**config.mk**
```make
export PLATFORM = sky130hd
export DESIGN_NAME = ims_sat_add
export DESIGN_NICKNAME = d
export VERILOG_FILES = /design/src/rtl/core/ims_pkg.sv /design/src/rtl/core/ims_sat_add.sv
export SDC_FILE = /design/constraint.sdc
export NUM_CORES = 1
export LEC_CHECK = 0
export ABC_AREA = 1
export CORE_UTILIZATION = 47
export DETAILED_ROUTE_END_ITERATION = 6
export DONT_BUFFER_PORTS = 1
export SLEW_MARGIN = 10
export SYNTH_ARGS = -nofsm -noshare
export SYNTH_HDL_FRONTEND = slang
export SYNTH_SLANG_ARGS = --single-unit
```
**constraint.sdc**
```tcl
create_clock -name vclk -period 3.1
set_input_delay 0.465 -clock vclk [all_inputs]
set_output_delay 0.465 -clock vclk [all_outputs]
set_load 0.01 [all_outputs]
```
**src/rtl/core/ims_pkg.sv**
```systemverilog
`timescale 1ns / 1ps
// ----------------------------------------------------------------------------
// ims_pkg: shared types and constants of the interval mass subset sum block
// Item and result word layouts, mode, status and register codes, and the
// sequencer states.
// ----------------------------------------------------------------------------
package ims_pkg;

    localparam int CORE_BITS_DEFAULT  = 10;
    localparam int STATE_BITS_DEFAULT = 32;

    localparam int POS_W       = 48;
    localparam int TOGGLE_W    = 32;
    localparam int QUERY_W     = 10;
    localparam int CFG_DATA_W  = 48;
    localparam int CFG_INDEX_W = 2;

    localparam logic [POS_W-1:0] MASS_MAX = {POS_W{1'b1}};

    // mode codes
    localparam logic [1:0] MODE_TOGGLE = 2'd0;
    localparam logic [1:0] MODE_FINISH = 2'd1;
    localparam logic [1:0] MODE_QUERY  = 2'd2;

    // status codes
    localparam logic [1:0] STATUS_OK       = 2'd0;
    localparam logic [1:0] STATUS_MISMATCH = 2'd1;
    localparam logic [1:0] STATUS_ORDER    = 2'd2;

    // register indexes
    localparam logic [CFG_INDEX_W-1:0] REG_INITIAL_STATE = 2'd0;
    localparam logic [CFG_INDEX_W-1:0] REG_BLOCKING_MASK = 2'd1;
    localparam logic [CFG_INDEX_W-1:0] REG_SWEEP_PERIOD  = 2'd2;

    typedef struct packed {
        logic [1:0]          mode;
        logic [POS_W-1:0]    event_position;
        logic [TOGGLE_W-1:0] toggle_bits;
        logic [QUERY_W-1:0]  query_index;
    } item_t;

    typedef struct packed {
        logic [POS_W-1:0] entry_value;
        logic [1:0]       status;
    } result_t;

    typedef enum logic [0:0] {
        PHASE_ACCUM,
        PHASE_DONE
    } phase_t;

    typedef enum logic [2:0] {
        ST_CLEAR,
        ST_IDLE,
        ST_DECODE,
        ST_ACC_WR,
        ST_QREAD,
        ST_ZLO,
        ST_ZHI,
        ST_ZWR
    } state_t;

endpackage

```
**src/rtl/core/ims_sat_add.sv**
```systemverilog
`timescale 1ns / 1ps
// ----------------------------------------------------------------------------
// ims_sat_add: shared saturating adder
// Adds two unsigned words and clamps at the all-ones value.
// ----------------------------------------------------------------------------
module ims_sat_add (
    input  logic [ims_pkg::POS_W-1:0] a,
    input  logic [ims_pkg::POS_W-1:0] b,
    output logic [ims_pkg::POS_W-1:0] sum
);

    logic [ims_pkg::POS_W:0] wide;

    always_comb
    begin
        wide = {1'b0, a} + {1'b0, b};
        sum  = wide[ims_pkg::POS_W] ? ims_pkg::MASS_MAX : wide[ims_pkg::POS_W-1:0];
    end

endmodule

```
-- Word-level counts from Yosys, hierarchy flattened
Index checks and enable logic that the tools add are counted.
Widths: inputs -> output; s select.
- output and inout bits: 48
- flip-flop bits (word level): 0
- logic and storage cells: 2
- input bits: 96
- add/sub/neg operators: 1
- muxes and demuxes: 1
- operator list (kind ; count):
    $add 48x48->49 ; 1
    $mux 48 ; 1

-- Logic depth before layout (Yosys ltp)
Gate-level depths: netlist of the first run.
- depth in word-level cells: 2
- depth in mapped cells: 15
- depth with buffers taken out: 14

-- Least setup slack after synthesis of the first run
No wires, ideal clock.
- kind: input to output
- from: in a[0] in the netlist's numbering
- to: out sum[10] in the netlist's numbering
- path buffers: 2
- setup slack: 0.473 ns
- arrival: 2.162 ns
- required time: 2.635 ns
- stages on the path: 14
- cell sequence: ha_1 -> fa_1 -> nand2_1 -> clkinv_1 -> nand2_1 -> nand2_2 -> nand2_1 -> nand2_1 -> nand2_1 -> a21oi_2 -> nor2_2 -> buf_6 -> buf_6 -> nand2_2
- word-level cells in the longest chain between the ends: 2
- ends and longest elaborated chain (what ; line ; text):
    from (decl) ; ims_sat_add.sv:7 ; input logic [ims_pkg::POS_W-1:0] a,
    $add 48x48->49 ; ims_sat_add.sv:16 ; wide = {1'b0, a} + {1'b0, b};
    $mux 48 ; ims_sat_add.sv:17 ; sum = wide[ims_pkg::POS_W] ? ims_pkg::MASS_MAX : wide[ims_pkg::POS_W-1:0];
    to (decl) ; ims_sat_add.sv:9 ; output logic [ims_pkg::POS_W-1:0] sum
Every way passes these cells.

-- Worst setup path after layout of the first run
- from: in a[0] in the netlist's numbering
- to: out sum[44] in the netlist's numbering
The elaborated chain is that of the path after synthesis.

==> flow_metrics.py, run 1 <==
metrics = {
    "floorplanning": {
        "rows": 35,
        "die_h_um": 99.4,
        "fp.dieArea_mm2": 0.00988,
        "ios": 144,
        "coreArea_mm2": 0.00920,
        "start_util_pct": 48.5,
        "die_w_um": 99.4,
    },
    "detailed_routing": {
        "routed.top_layer": "met4",
        "routed-wl-met2_um": 5900,
        "dr.pass1.iters": 5,
        "wl_met3_um": 902,
        "drc": 0,
        "met1_length_um": 6570,
        "vias_per_cell": 4.82,
        "routedWlPerCell_um": 12.6,
        "vias": 5155,
        "wirelength_um": 13500,
        "ant_nets": 0,
        "drt_iter0_markers": 327,
    },
    "finish": {
        "num_antenna_cells": 0,
        "final_cell_mix": "413 x nand2_1, 223 x inv_1, 83 x nor2_1",
        "area_delta_synth_final_pct": 2.78,
        "finish.instance_area_mm2": 0.00458,
        "nFlopsAndLatches": 0,
        "nClkBuffers": 0,
        "final-seq-area_um2": 0,
        "nets": 1105,
        "final_common_cell": "nand2_1",
        "postLayoutCoreUtil_pct": 49.8,
        "drive_gt1_share_pct": 4.70,
    },
    "cts": {
        "cts.repair.resized": 0,
        "postCtsHoldBufs": 0,
        "postCtsSetupRepairBufs": 0,
    },
    "critical_path": {
        "arrival_ns": 2.47,
        "critPathMaxFanout": 22,
        "crit_top_cell": "nand2_1",
        "worstPathRequired_ns": 2.63,
        "crit_path_end_kind": "output pin",
        "critical-path-max-stage-delay_ns": 0.46,
        "critical_path.cell_chain": "ha_1 > fa_1 > nand2_1 > clkinv_1 > nand2_1 > nand2_2 > nand2_1 > nand2_1 > nand2_1 > a21oi_2 > nor2_4 > buf_4 > nand3_1",
        "criticalPathCategory": "input port to output pin",
        "cp-start-kind": "input port",
        "cp_slowest_cell": "fa_1",
    },
    "run": {
        "drv_cap": 0,
    },
    "yosys": {
        "yosysTopAreaCell": "nand2_1",
        "yosys_warnings": 0,
        "synth_top_area_share_pct": 34.8,
        "netlist_top_cells_area": "nand2_1 35%, inv_1 19%, ha_1 13%",
        "synth_cell_type_count": 25,
        "yosysSeqAreaShare_pct": 0,
        "syn-num-nets": 1106,
        "syn_avg_cell_area_um2": 4.64,
        "synth_cells": 961,
        "syn_area_mm2": 0.00446,
    },
    "global_routing": {
        "grt_pass1_vias": 4542,
        "grt_first_pass_wirelength_um": 21400,
        "grt_max_degree": 27,
        "grtUsageTotal_pct": 27.0,
        "antenna_found_initial": 0,
        "grt.overflow.total": 0,
    },
    "placed_design": {
        "place.gp.congestion": 0.953,
        "dp_hpwl_um": 12200,
        "postPlaceCellArea_mm2": 0.00458,
        "io_buffers": 0,
    },
    "timing": {
        "slew_headroom_pct": 75.2,
        "min_period_ns": 2.93,
        "worst_pin_slew_ns": 0.368,
        "fmax_mhz": 341,
        "fin_tns_setup_ns": 0,
        "slew_violations": 0,
        "rsz0062_at_grt": "false",
        "finalCritPeriodShare_pct": 94.6,
        "finalSetupViolations": 0,
        "hold_viol": 0,
    },
    "outcome": {
        "status": "complete, no violations",
    },
    "pwr": {
        "power_density_mw_per_mm2": 211,
        "ir_drop_mv": 0.0977,
        "p_leak_nw": 2.97,
    },
    "min_path": {
        "holdCritPathClass": "input port to output pin",
    },
}
[through the flow]
step	std cells	worst slack [ns]	hold slack (ns)	total power, W
after floorplan	961	0.473	1.13	0.000764
after global placement	1069	0.231	1.14	0.000961
after detailed placement	1069	0.180	1.14	0.000960
after CTS	1069	0.174	1.14	0.000964
after global routing	1069	0.00960	1.16	0.00109
final	1069	0.166	1.14	0.000966
[worst max-delay path: cells and delay by family]
kind | cells | cell delay, ns
buffers and inverters | 2 | 0.36
AO/OA/AOI/OAI | 1 | 0.07
adder cells (fa/ha/maj) | 2 | 0.69
AND/OR/NAND/NOR | 8 | 0.86
[worst paths after layout]
| check | start | cells after the start | end | slack [ns] |
|---|---|---|---|---|
| setup / recovery | a[0] | 13 | sum[44] | 0.17 |
| hold / removal | b[0] | 3 | sum[0] | 1.14 |
[cell usage after synthesis, drive strengths merged]
cell type,count
a21oi,28
and2,2
buf,5
clkinv,3
fa,1
ha,48
inv,233
nand2,437
nand3,67
nand4,12
nor2,91
nor3,3
nor4,2
o21a,1
o21ai,2
o21bai,2
xnor2,24
[power by group]
group	total (W)	leakage, nW	switching [W]	internal [W]
logic	0.000966	2.97	0.000656	0.000310
registers	0	0	0	0
clock network	0	0	0	0
[routing by layer]
metal,up-vias,GRT usage (%)
met3,8,1.26
met1,2149,39.2
met4,0,2.49
li1,2830,-
met5,-,0
met2,168,45.5
[cell type report]
class | count | area (um2)
inverters | 236 | 886
well taps | 111 | 139
multi-input cells | 720 | 3530
repair buffers | 2 | 27.5
fillers | 1108 | 4610
[kinds of logic after synthesis]
kind of cell / after synthesis / share of synthesized area, %
AND/OR/NAND/NOR: 614 / 56.5
buffers and inverters: 241 / 20.9
AO/OA/AOI/OAI: 33 / 3.96
XOR/XNOR: 24 / 4.72
adder cells (fa/ha/maj): 49 / 13.9
Note: power is estimated with default switching activity, not from simulation.
==> run 2: changes to the inputs <==
--- a/config.mk
+++ b/config.mk
@@ -5,7 +5,6 @@
 export SDC_FILE = /design/constraint.sdc
 export NUM_CORES = 1
 export LEC_CHECK = 0
-export ABC_AREA = 1
 export CORE_UTILIZATION = 47
 export DETAILED_ROUTE_END_ITERATION = 6
 export DONT_BUFFER_PORTS = 1
==> run 2 against run 1 <==
The run now ends with design-rule violations, negative setup slack left. Sequential share of layout area unchanged. Critical path depth unchanged. Die area down 27%. Critical path type unchanged. Critical endpoint is now sum[37]. Largest cell class unchanged. Highest routed layer unchanged.
==> flow_metrics.py, run 2 <==
metrics = {
    "timing": {
        "worst_pin_slew_ns": 0.562,
        "slew_violations": 0,
        "fmax_mhz": 295,
        "finalCritPeriodShare_pct": 109,
        "whs_ns": 1.14,
        "slew_headroom_pct": 61.6,
        "rsz0062_at_grt": "true",
        "fin_tns_setup_ns": -11.24,
        "finalSetupViolations": 48,
        "hold_viol": 0,
        "finalWorstSetupSlack_ns": -0.289,
        "min_period_ns": 3.39,
    },
    "critical_path": {
        "criticalPathCategory": "input port to output pin",
        "critPathMaxFanout": 6,
        "crit_path_end_kind": "output pin",
        "cp-start-kind": "input port",
        "critical-path-max-stage-delay_ns": 0.35,
        "worstPathRequired_ns": 2.63,
        "critical_path.cell_chain": "ha_4 > fa_2 > a211oi_2 > o21ai_2 > o211ai_1 > nand3_1 > o2111ai_2 > a21boi_2 > o211ai_1 > o2bb2ai_4 > buf_12 > buf_12 > o21ai_1",
        "cp-startpoint": "a[0]",
        "arrival_ns": 2.92,
        "cp_slowest_cell": "fa_2",
    },
    "finish": {
        "nFlopsAndLatches": 0,
        "nClkBuffers": 0,
        "final_common_cell": "buf_4",
        "num_antenna_cells": 0,
        "nets": 723,
        "final_cell_mix": "99 x buf_4, 49 x nand2_1, 45 x a21oi_1",
        "fill_cells": 586,
        "finish.instance_area_mm2": 0.00455,
        "multi_input_area_mm2": 0.00348,
        "area_delta_synth_final_pct": 41.5,
        "drive_gt1_share_pct": 33.2,
        "final-seq-area_um2": 0,
    },
    "yosys": {
        "netlist_top_cells_area": "ha_1 19%, nand2_1 9.8%, a21oi_1 7.3%",
        "syn-num-nets": 632,
        "synth-compound-area-share_pct": 36.4,
        "synth_cell_type_count": 62,
        "synth_top_family_by_area": "compound AO/OA/AOI/OAI gates",
        "syn_area_mm2": 0.00321,
        "synth_top_area_share_pct": 18.7,
        "synthTopCellsByCount": "84 x nand2_1, 48 x ha_1, 47 x a21oi_1",
        "synth_mux_area_share_pct": 1.25,
        "synth-simple-area-share_pct": 28.5,
        "yosysTopAreaCell": "ha_1",
        "synth_cells": 487,
        "yosysSeqAreaShare_pct": 0,
        "syn_avg_cell_area_um2": 6.60,
        "post-synth-top-count-cell": "nand2_1",
        "synth_fa_ha_area_share_pct": 19.3,
        "synth-xor-area-share_pct": 10.4,
        "yosys_warnings": 0,
    },
    "detailed_routing": {
        "vias": 3988,
        "ant_nets": 0,
        "vias_per_cell": 6.11,
        "wirelength_um": 10600,
        "drc": 10,
        "routedWlPerCell_um": 16.2,
        "dr.pass1.iters": 7,
        "drt_iter0_markers": 165,
    },
    "pwr": {
        "power_density_mw_per_mm2": 268,
        "p_leak_nw": 2.14,
        "ir_drop_mv": 0.138,
        "combPwrFrac_pct": 100.0,
        "pwr-share-clk_pct": 0,
        "p_sw_w": 0.000669,
        "swShare_pct": 54.9,
        "seqPwrFrac_pct": 0,
        "internal_power_w": 0.000549,
    },
    "placed_design": {
        "io_buffers": 0,
        "dp_hpwl_um": 8600,
        "postPlaceCellArea_mm2": 0.00420,
        "place.gp.congestion": 0.925,
    },
    "floorplanning": {
        "coreArea_mm2": 0.00646,
        "fp.dieArea_mm2": 0.00717,
        "ios": 144,
        "die_h_um": 84.7,
        "rows": 29,
        "die_w_um": 84.7,
        "start_util_pct": 49.8,
    },
    "run": {
        "drv_cap": 0,
    },
    "global_routing": {
        "grt_first_pass_wirelength_um": 16900,
        "grt.overflow.total": 0,
        "antenna_found_initial": 0,
        "grt_pass1_vias": 3689,
        "grt_max_degree": 16,
        "grtUsageTotal_pct": 27.7,
    },
    "outcome": {
        "status": "finished, violations left",
        "violations": "design-rule violations, negative setup slack",
    },
    "min_path": {
        "hold_end": "sum[0]",
        "holdCritPathClass": "input port to output pin",
        "hp-start": "b[0]",
        "whs_path_depth": 2,
    },
}
run 2: worst max path at each step:
stage | cells past startpoint | slack [ns] | to
floorplan | 13 | -0.13 | sum[18]
global placement | 12 | -0.33 | sum[39]
detailed placement | 12 | -0.38 | sum[19]
CTS | 13 | -0.29 | sum[0]
global route | 13 | -0.41 | sum[37]
finish | 13 | -0.29 | sum[37]
run 2: cell type report:
cell class / count / share of cell area (%)
multi-input cells: 459 / 76.5
repair buffers: 109 / 20.7
well taps: 77 / 2.12
inverters: 8 / 0.660
run 2: critical path, delay by kind of cell:
kind	cells	cell delay (ns)
and+or+nand+nor	1	0.17
buffers and inverters	2	0.29
AOI/OAI and AO/OA	8	1.50
adders and majority gates	2	0.49
run 2: stage by stage:
| stage | std cells | power (W) | utilization, % | worst slack, ns |
|---|---|---|---|---|
| after floorplan | 487 | 0.000767 | - | -0.134 |
| after global placement | 642 | 0.00105 | 65.1 | -0.333 |
| after detailed placement | 642 | 0.00106 | 65.1 | -0.385 |
| after CTS | 650 | 0.00118 | 68.8 | -0.291 |
| after global routing | 653 | 0.00132 | 70.4 | -0.411 |
| final | 653 | 0.00122 | 70.4 | -0.289 |
run 2: power groups by stage:
stage / Sequential, W / Clock (W) / Combinational, W
2_1_floorplan: 0 / 0 / 0.000767
3_3_place_gp: 0 / 0 / 0.00105
3_5_place_dp: 0 / 0 / 0.00106
4_1_cts: 0 / 0 / 0.00118
5_1_grt: 0 / 0 / 0.00132
6_report: 0 / 0 / 0.00122
run 2: cells by family after synthesis:
logic type	Yosys count
simple gates	192
compound gates	176
fa+ha+maj	49
buf+inv	28
mux	4
xor+xnor	38
run 2: per-layer routing:
| metal | track usage, % | wire (um) | share of wire [%] |
|---|---|---|---|
| met4 | 2.62 | 87 | 0.82 |
| met5 | 0 | 0 | 0 |
| met3 | 1.18 | 674 | 6.4 |
| met1 | 38.0 | 4700 | 45 |
| met2 | 49.8 | 5090 | 48 |
run 2: timing repair:
action	CTS	global route
setup endpoints to repair	48	48
setup buffers	6	2
hold buffers	0	0
pin swaps	7	0
hold endpoints to repair	0	0
gates cloned	2	2
resized for setup	40	15
